$ cat config.mk
export PLATFORM = sky130hd
export DESIGN_NAME = injector_pulse_fuel_gauge_top
export DESIGN_NICKNAME = d
export VERILOG_FILES = /design/src/hw/rtl/ipfg_pkg.sv /design/src/hw/rtl/ipfg_tracker.sv /design/src/hw/rtl/injector_pulse_fuel_gauge_top.sv
export SDC_FILE = /design/constraint.sdc
export NUM_CORES = 2
export LEC_CHECK = 0
export ABC_AREA = 1
export BUFFER_PORTS_ARGS = -buffer_cell sky130_fd_sc_hd__buf_2
export CAP_MARGIN = 0
export CORE_ASPECT_RATIO = 0.75
export CORE_UTILIZATION = 30
export CTS_BUF_LIST = sky130_fd_sc_hd__clkbuf_4 sky130_fd_sc_hd__clkbuf_8
export DETAILED_ROUTE_END_ITERATION = 16
export HOLD_SLACK_MARGIN = 0.06
export PLACE_DENSITY = 0.43
export SETUP_SLACK_MARGIN = 0.02
export SKIP_CTS_REPAIR_TIMING = 1
export SYNTH_ARGS = -nofsm -noshare
export SYNTH_HDL_FRONTEND = slang
export SYNTH_SLANG_ARGS = --single-unit
$ cat constraint.sdc
create_clock -name clk -period 7.3 [get_ports clk]
set_clock_uncertainty 0.2 [all_clocks]
set_input_delay 0.365 -clock clk [delete_from_list [all_inputs] [get_ports clk]]
set_output_delay 0.365 -clock clk [all_outputs]
set_load 0.05 [all_outputs]
$ cat src/hw/rtl/ipfg_pkg.sv
// Shared types and constants for the injector pulse fuel gauge.
// Used by ipfg_tracker, the top level and the port checker.
`timescale 1ns / 1ps

package ipfg_pkg;

  localparam int unsigned CountW  = 32;
  localparam int unsigned VolumeW = 20;
  localparam int unsigned CoeffW  = 32;
  localparam int unsigned CfgIdxW = 2;
  localparam int unsigned CfgDataW = 32;
  localparam int unsigned InDataW  = 8;
  localparam int unsigned OutDataW = 120;

  localparam logic [CoeffW-1:0]  CoeffReset   = '0;
  localparam logic [VolumeW-1:0] TankReset    = VolumeW'(18000);
  localparam logic [VolumeW-1:0] ReserveReset = VolumeW'(4000);

  localparam logic [CfgIdxW-1:0] RegCoeff   = 2'd0;
  localparam logic [CfgIdxW-1:0] RegTank    = 2'd1;
  localparam logic [CfgIdxW-1:0] RegReserve = 2'd2;

  typedef struct packed {
    logic clear_usage;
    logic line_low;
  } sample_t;

  typedef struct packed {
    logic [CountW-1:0] pulses;
    logic [CountW-1:0] open_total_us;
  } usage_t;

endpackage

$ cat src/hw/rtl/ipfg_tracker.sv
// Injector edge tracker: tick clock, open state, pulse count and open total.
// Depends on ipfg_pkg for sample_t and usage_t.
`timescale 1ns / 1ps

module ipfg_tracker (
  input  logic              clk,
  input  logic              rst,
  input  logic              accept,
  input  ipfg_pkg::sample_t sample,
  output ipfg_pkg::usage_t  usage_next
);

  localparam logic [ipfg_pkg::CountW-1:0] One = 1;

  logic [ipfg_pkg::CountW-1:0] tick_clock;
  logic [ipfg_pkg::CountW-1:0] open_start;
  logic                        injector_open;
  logic [ipfg_pkg::CountW-1:0] pulse_total;
  logic [ipfg_pkg::CountW-1:0] open_time_sum;

  logic [ipfg_pkg::CountW-1:0] open_start_next;
  logic                        injector_open_next;
  logic [ipfg_pkg::CountW-1:0] pulse_total_next;
  logic [ipfg_pkg::CountW-1:0] open_time_sum_next;

  always_comb begin
    pulse_total_next   = sample.clear_usage ? '0 : pulse_total;
    open_time_sum_next = sample.clear_usage ? '0 : open_time_sum;
    open_start_next    = open_start;
    injector_open_next = injector_open;
    if (sample.line_low && !injector_open) begin
      open_start_next    = tick_clock;
      injector_open_next = 1'b1;
      pulse_total_next   = pulse_total_next + One;
    end else if (!sample.line_low && injector_open) begin
      open_time_sum_next = open_time_sum_next + (tick_clock - open_start);
      injector_open_next = 1'b0;
    end
  end

  assign usage_next.pulses        = pulse_total_next;
  assign usage_next.open_total_us = open_time_sum_next;

  always_ff @(posedge clk) begin
    if (rst) begin
      tick_clock    <= '0;
      open_start    <= '0;
      injector_open <= 1'b0;
      pulse_total   <= '0;
      open_time_sum <= '0;
    end else if (accept) begin
      tick_clock    <= tick_clock + One;
      open_start    <= open_start_next;
      injector_open <= injector_open_next;
      pulse_total   <= pulse_total_next;
      open_time_sum <= open_time_sum_next;
    end
  end

endmodule

$ cat src/hw/rtl/injector_pulse_fuel_gauge_top.sv
// Injector pulse fuel gauge top level: config registers and result pipeline.
// Depends on ipfg_pkg and ipfg_tracker.
//
// Usage:
//   s_axis carries one beat per microsecond tick: tdata[0] is the sampled
//   injector line (1 = pulled low, open), tdata[1] clears pulse count and
//   open total before the sample is applied.
//   m_axis returns one beat per input beat with pulse count, open total,
//   fuel used, fuel left and the reserve flag.
//   The cfg channel writes coefficient (index 0), tank size (1) and
//   reserve level (2); other indexes are ignored. Write only while idle.
// Timing:
//   A result is registered once its input beat is taken: tracker update,
//   32x32 coefficient multiply, then tank subtract and reserve compare,
//   each in its own register stage.
//   One beat per cycle is sustained while m_axis_tready stays high.
// Reset and stall:
//   rst clears tick clock, open state, totals, pipeline and registers to
//   their defaults. When the receiver stalls, stages fill up one by one and
//   s_axis_tready drops only once all three stages hold a beat.
`timescale 1ns / 1ps

module injector_pulse_fuel_gauge_top (
  input  logic                                 clk,
  input  logic                                 rst,
  input  logic                                 s_axis_tvalid,
  output logic                                 s_axis_tready,
  // [0] line_low, [1] clear_usage, [7:2] zero
  input  logic [ipfg_pkg::InDataW-1:0]         s_axis_tdata,
  output logic                                 m_axis_tvalid,
  input  logic                                 m_axis_tready,
  // [31:0] pulses, [63:32] open_total_us, [95:64] used_ml,
  // [115:96] left_ml, [116] on_reserve, [119:117] zero
  output logic [ipfg_pkg::OutDataW-1:0]        m_axis_tdata,
  input  logic                                 cfg_valid,
  output logic                                 cfg_ready,
  input  logic [ipfg_pkg::CfgIdxW-1:0]         cfg_index,
  input  logic [ipfg_pkg::CfgDataW-1:0]        cfg_data
);

  localparam int unsigned CW = ipfg_pkg::CountW;
  localparam int unsigned VW = ipfg_pkg::VolumeW;
  localparam int unsigned KW = ipfg_pkg::CoeffW;

  logic [KW-1:0] injector_coeff;
  logic [VW-1:0] tank_capacity_ml;
  logic [VW-1:0] reserve_ml;

  ipfg_pkg::sample_t sample;
  ipfg_pkg::usage_t  usage_next;
  logic              accept;

  logic rdy1, rdy2, rdy3;
  logic v1, v2, v3;

  ipfg_pkg::usage_t p1_usage;
  ipfg_pkg::usage_t p2_usage;
  logic [CW-1:0]    p2_used;
  logic [CW+KW-1:0] product;

  logic [CW-1:0] out_pulses;
  logic [CW-1:0] out_total;
  logic [CW-1:0] out_used;
  logic [VW-1:0] out_left;
  logic          out_reserve;
  logic [VW-1:0] left_next;

  assign cfg_ready = 1'b1;

  always_ff @(posedge clk) begin
    if (rst) begin
      injector_coeff   <= ipfg_pkg::CoeffReset;
      tank_capacity_ml <= ipfg_pkg::TankReset;
      reserve_ml       <= ipfg_pkg::ReserveReset;
    end else if (cfg_valid && cfg_ready) begin
      unique case (cfg_index)
        ipfg_pkg::RegCoeff:   injector_coeff   <= cfg_data[KW-1:0];
        ipfg_pkg::RegTank:    tank_capacity_ml <= cfg_data[VW-1:0];
        ipfg_pkg::RegReserve: reserve_ml       <= cfg_data[VW-1:0];
        default: ;
      endcase
    end
  end

  assign sample.line_low    = s_axis_tdata[0];
  assign sample.clear_usage = s_axis_tdata[1];

  assign rdy3          = !v3 || m_axis_tready;
  assign rdy2          = !v2 || rdy3;
  assign rdy1          = !v1 || rdy2;
  assign s_axis_tready = rdy1;
  assign accept        = s_axis_tvalid && rdy1;

  ipfg_tracker u_tracker (
    .clk        (clk),
    .rst        (rst),
    .accept     (accept),
    .sample     (sample),
    .usage_next (usage_next)
  );

  assign product = {{KW{1'b0}}, p1_usage.open_total_us} * {{CW{1'b0}}, injector_coeff};

  always_comb begin
    if (p2_used >= {{(CW-VW){1'b0}}, tank_capacity_ml}) begin
      left_next = '0;
    end else begin
      left_next = tank_capacity_ml - p2_used[VW-1:0];
    end
  end

  always_ff @(posedge clk) begin
    if (rst) begin
      v1 <= 1'b0;
      v2 <= 1'b0;
      v3 <= 1'b0;
    end else begin
      if (rdy1) begin
        v1 <= s_axis_tvalid;
      end
      if (rdy2) begin
        v2 <= v1;
      end
      if (rdy3) begin
        v3 <= v2;
      end
    end
  end

  always_ff @(posedge clk) begin
    if (rdy1) begin
      p1_usage <= usage_next;
    end
    if (rdy2) begin
      p2_usage <= p1_usage;
      p2_used  <= product[CW+KW-1:KW];
    end
    if (rdy3) begin
      out_pulses  <= p2_usage.pulses;
      out_total   <= p2_usage.open_total_us;
      out_used    <= p2_used;
      out_left    <= left_next;
      out_reserve <= (left_next <= reserve_ml);
    end
  end

  assign m_axis_tvalid = v3;
  assign m_axis_tdata  = {3'b000, out_reserve, out_left, out_used, out_total, out_pulses};

endmodule

After elaboration in Yosys (flattened, before gate mapping)
Index checks and enable logic that the tools add are counted.
Widths: inputs -> output; s select.

word-level totals
  register bits after elaboration = 481
  input port bits = 47
  output and inout bits = 123
  logic and storage cells = 57

cells by class
  add/sub/neg operators = 5
  $mul = 1
  $lt $le $gt $ge = 2
  eq/ne operators = 2
  muxes and demuxes = 8
  reduce and logical (&&, ||, !) cells = 18

operators by type and width
  operator               count
  $mux 32                5
  $add 32x1->32 const B  2
  $mul 32x32->64         1
  $add 32x32->32         1
  $ge 32x20->1           1
  $sub 32x32->32         1
  $le 20x20->1           1
  $mux 20                1
  $sub 20x20->20         1
  $reduce_and 2->1       5
  $logic_not 1->1        5
  $logic_and 1x1->1      3
  $logic_or 1x1->1       3
  $eq 2x1->1 const B     1
  $eq 2x2->1 const B     1
  $logic_not 2->1        1
  $mux 1                 2
  $reduce_bool 2->1      1

Depth between registers and ports, before layout
  word-level depth = 6
  depth in mapped cells = 31
  gate-level depth less buffers = 29

Cells and area by module
A second synthesis with hierarchy kept.

second synthesis, totals
  cells, all modules = 7,380
  area, all modules = 58,346.0 um2

by module, submodules not included
  module                         times used  cells each  area an instance (um2)  seq. area each (um2)
  injector_pulse_fuel_gauge_top  1           5,724       48,236.3                9,819.4
  ipfg_tracker                   1           1,656       10,109.7                2,582.5

Worst setup path after synthesis
No wires, ideal clock.

  kind = register to register
  start point = register injector_coeff[5]
  end point = register p2_used[29], data pin
  setup time = 252 ps
  arrival = 6,195 ps
  data required time = 6,848 ps
  slack = 653 ps
  cell stages (with the launch flop) = 27
  path buffers = 2
  clock period less this slack = 6,647 ps
  cell sequence = dfxtp_1 clkbuf_1 clkbuf_1 nand2_1 fa_1 inv_1 fa_1 fa_1 inv_1 fa_1 inv_1 fa_1 fa_1 fa_1 inv_1 fa_1 inv_1 ha_1 nand2_1 nor2_1 inv_1 nor2_1 inv_1 nor4_1 nand2_1 nand3_1 nand2_1

on the way
  longest elaborated chain between the ends = 1

RTL lines
  what                      line                                  text
  start: declaration        injector_pulse_fuel_gauge_top.sv:45   logic [KW-1:0] injector_coeff;
  start signal: assignment  injector_pulse_fuel_gauge_top.sv:72   injector_coeff <= ipfg_pkg::CoeffReset;
  start signal: assignment  injector_pulse_fuel_gauge_top.sv:77   ipfg_pkg::RegCoeff: injector_coeff <= cfg_data[KW-1:0];
  $mul 32x32->64            injector_pulse_fuel_gauge_top.sv:102  assign product = {{KW{1'b0}}, p1_usage.open_total_us} * {{CW{1'b0}}, injector_coeff};
  net product[61]           injector_pulse_fuel_gauge_top.sv:59   logic [CW+KW-1:0] product;
  end signal: assignment    injector_pulse_fuel_gauge_top.sv:136  p2_used <= product[CW+KW-1:KW];
  end: declaration          injector_pulse_fuel_gauge_top.sv:58   logic [CW-1:0] p2_used;

The timed path passes the listed nets, and every way through them passes these cells.
A chain may end at the register's enable or synchronous reset.

Worst setup path in the final report
  start point = register p1_usage[13] (netlist bit)
  end point = register p2_used[23], data pin

on the way
  longest elaborated chain between the ends = 1

RTL lines
  what                      line                                  text
  start: declaration        injector_pulse_fuel_gauge_top.sv:56   ipfg_pkg::usage_t p1_usage;
  start signal: assignment  injector_pulse_fuel_gauge_top.sv:132  p1_usage <= usage_next;
  $mul 32x32->64            injector_pulse_fuel_gauge_top.sv:102
  net product[55]           injector_pulse_fuel_gauge_top.sv:59

The timed path passes the listed nets, and every way through them passes these cells.

==> metrics.csv <==
stage,metric,value,unit
status,run status,completed,
placed_design,I/O Buffers,159,
setup_path,Critical Path RT,7.59,ns
layout,ratio of cells with drive above 1 in the final layout,10.6,%
clock_tree,H-tree depth,3,
floorplanning,DIE HEIGHT,383,microns
pwr,leakage dissipation,36.8,nW
drt,total wire length,194,mm
setup_path,crit path max fanout,10,
setup_path,type of origin of the critical path,flip-flop,
placed_design,dpl hpwl,159,mm
timing,Final Hold Fails,0,
synth,top-count cell post-synth,inv_1,
placed_design,Post-Place Cells,10000,
hold_path,Hold WC Path Type,input pin to flip-flop,
clock_tree,clk slew on worst S/H paths,0.07,ns
timing,Slew @ Worst Pin,1.06,ns
timing,"Slew Viols, Final",0,
synth,#FFs+latches synth,481,
global_routing,first-pass GRT wire length,296,mm
synth,post-synth top area cell,fa_1,
synth,Synth Warn #,0,
layout,register area,0.0124,sq mm
drt,Wirelength per Cell,19.0,microns
layout,area of the multi-input gates,0.0375,sq mm
synth,synth unique cells,49,
timing,fin worst setup slack,0.168,ns
clock_tree,CTS buffer count,79,
synth,Post-synth EDFFs,277,
drt,DRC,0,
layout,Final Core Density,34.9,%
global_routing,total grt overflow,0,
drt,vias per inst,4.51,
floorplanning,initial cell density of the core,30.3,%
synth,Synth async-reset ratio,0,%
drt,via count,46200,
global_routing,gr usage total,20.1,%
layout,number of standard cells in the final layout excluding fillers,10200,
setup_path,Reg2Reg Depth,26,
clock_tree,TritonCTS clock tree,built,
clock_tree,Longest Clk Path Bufs,3,
clock_tree,total clock sinks,481,
layout,fillers,20300,
floorplanning,# rows,139,
setup_path,CP Class,flip-flop to flip-flop,
drt,Antenna Violating Nets Remaining,0,
synth,mapped cell area,0.0582,sq mm
setup_path,CP arrival,7.42,ns
placed_design,Placer Congestion,0.902,
setup_path,CP endpoint kind,flip-flop,
layout,# nets final,8954,
floorplanning,Die X-Extent,511,microns
synth,list of most frequent post-synthesis cells,"2,070 x inv_1, 1,817 x nand2_1, 927 x fa_1",
timing,slew margin rel.,28.6,%
run,Max Cap Viol,0,
placed_design,Placement Setup Slack,-0.0567,ns
drt,DR iter-0 viols,3234,
pwr,total chip power,10.1,mW
layout,area grow syn2layout,15.2,%
synth,"Top FF cell, synth",edfxtp_1,
timing,RSZ-0062 raised after global routing,yes,
global_routing,largest net degree at the start of global routing,88,
setup_path,RR Startpoint,p1_usage[13]$_DFFE_PN_,
timing,setup TNS,0,ns
clock_tree,worst skew pair latency,0.75,ns
hold_path,Hold Crit Depth,5,
global_routing,initial antenna violation count,11,
synth,Yosys top cell area share,31.9,%
hold_path,Hold Path Origin,s_axis_tvalid,
global_routing,number of global-route vias before repair,46900,
timing,endpoints failing setup,0,
drt,drt pass-1 iters,8,
synth,"Avg Cell Area, Syn",7.94,sq um
hold_path,Hold Path End,u_tracker.open_time_sum[2]$_SDFFE_PP0P_,
synth,Mapped Cells,7327,
setup_path,R2R setup slack,0.17,ns
timing,FMAX,0.140,GHz
synth,"Seq/Total Area, Yosys",21.3,%
pwr,P per Cell Area,150,mW/mm^2
pwr,Worst VDD drop,0.163,mV
floorplanning,core region area,0.192,sq mm
timing,Final Cycle Share,97.7,%
synth,main area contributors after synthesis,"fa_1 32%, edfxtp_1 14%, inv_1 13%",
floorplanning,die area,0.196,sq mm
setup_path,Critical R2R Capture,p2_used[23]$_DFFE_PP_,
clock_tree,CTS root buffer,clkbuf_8,
floorplanning,io pins,170,
timing,"Min Clock Period, post-route",7.13,ns
-- routing by layer --
| metal | global-route usage [%] | up-vias | part of all wire (%) |
|---|---|---|---|
| met5 | 0 | - | 0.0067 |
| met4 | 3.65 | 2 | 1.7 |
| met3 | 2.60 | 171 | 5.5 |
| met2 | 29.2 | 1114 | 41 |
| li1 | - | 21900 | - |
| met1 | 31.5 | 22900 | 52 |
-- report_power, final --
group	internal, mW	switching [mW]	total, mW
Clock	1.36	1.28	2.64
Sequential	3.19	0.218	3.41
Combinational	1.33	2.70	4.03
-- critical path: stages (launching register included) --
cell and delay (ns):
edfxtp_1 0.43, buf_4 0.20, clkbuf_16 0.19, nand2_1 0.08
inv_1 0.05, fa_1 0.52, inv_1 0.06, fa_1 0.53
inv_1 0.05, fa_1 0.49, fa_1 0.58, fa_1 0.44
fa_1 0.49, fa_1 0.56, fa_1 0.47, ha_4 0.31
nand2_1 0.10, nor2_1 0.11, buf_4 0.14, inv_1 0.07
nor2_2 0.12, inv_2 0.07, buf_4 0.14, nor4_1 0.17
nand2_1 0.12, nand3_1 0.10, nand2_1 0.08
-- logic make-up after synthesis --
kind of cell               Yosys count  share of synthesized area, %
xor gates and xnor gates            59                         0.888
DFF                                481                          21.3
buffers and inverters             2380                          15.4
and+or+nand+nor                   2507                          17.2
AOI/OAI and AO/OA                  616                          5.60
other                                2                        0.0129
adders and majority gates         1282                          39.5
-- stage by stage --
| stage | instance area [sq um] | hold WS [ns] |
|---|---|---|
| final | 67000 | 0.152 |
| after global routing | 67000 | 0.118 |
| after CTS | 65800 | -0.439 |
| after detailed placement | 64200 | 0.205 |
| after global placement | 64200 | 0.202 |
| after floorplan | 58200 | 0.200 |
-- layout make-up --
cell class / instances / share of cell area [%]
clock buffers: 104 / 1.93
clock inverters: 42 / 0.569
multi-input cells: 4468 / 55.9
inverters: 2080 / 11.7
repair buffers: 515 / 6.69
well taps: 2538 / 4.74
diodes: 2 / 0.00747
flip-flops and latches: 481 / 18.5
-- flip-flops by register name, indices dropped and copies added, names as in the netlist --
signal	flops
p1_usage	64
p2_usage	64
injector_coeff	32
out_pulses	32
out_total	32
out_used	32
p2_used	32
u_tracker.open_start	32
u_tracker.open_time_sum	32
u_tracker.pulse_total	32
u_tracker.tick_clock	32
out_left	20
reserve_ml	20
tank_capacity_ml	20
m_axis_tvalid	1
out_reserve	1
u_tracker.injector_open	1
v1	1
v2	1
-- layout by cell type (no fill, tap or decap), types with 29 or more instances in the layout --
master and count:
inv_1 2057, nand2_1 1804, fa_1 897, nor2_1 358, ha_1 336, edfxtp_1 277
a21oi_1 274, buf_4 230, o21ai_0 219, dfxtp_1 203, buf_2 159, nand3_1 152
clkbuf_8 82, buf_12 65, nor2_2 48, dlygate4sd3_1 42, xor2_1 34, nand4_1 31
fa_2 30, nor3_1 29
-- how the worst max path moves through the flow --
stage | startpoint | to | slack, ns
floorplan | injector_coeff[5]$_SDFFE_PP0P_ | p2_used[29]$_DFFE_PP_ | 0.65
global placement | p1_usage[27]$_DFFE_PN_ | p2_used[28]$_DFFE_PP_ | -0.06
detailed placement | p1_usage[24]$_DFFE_PN_ | p2_used[31]$_DFFE_PP_ | -0.06
CTS | p1_usage[24]$_DFFE_PN_ | p2_used[28]$_DFFE_PP_ | -0.1
global route | p1_usage[13]$_DFFE_PN_ | p2_used[26]$_DFFE_PP_ | -0.12
finish | p1_usage[13]$_DFFE_PN_ | p2_used[23]$_DFFE_PP_ | 0.17
(Power assumes the default switching activity.)
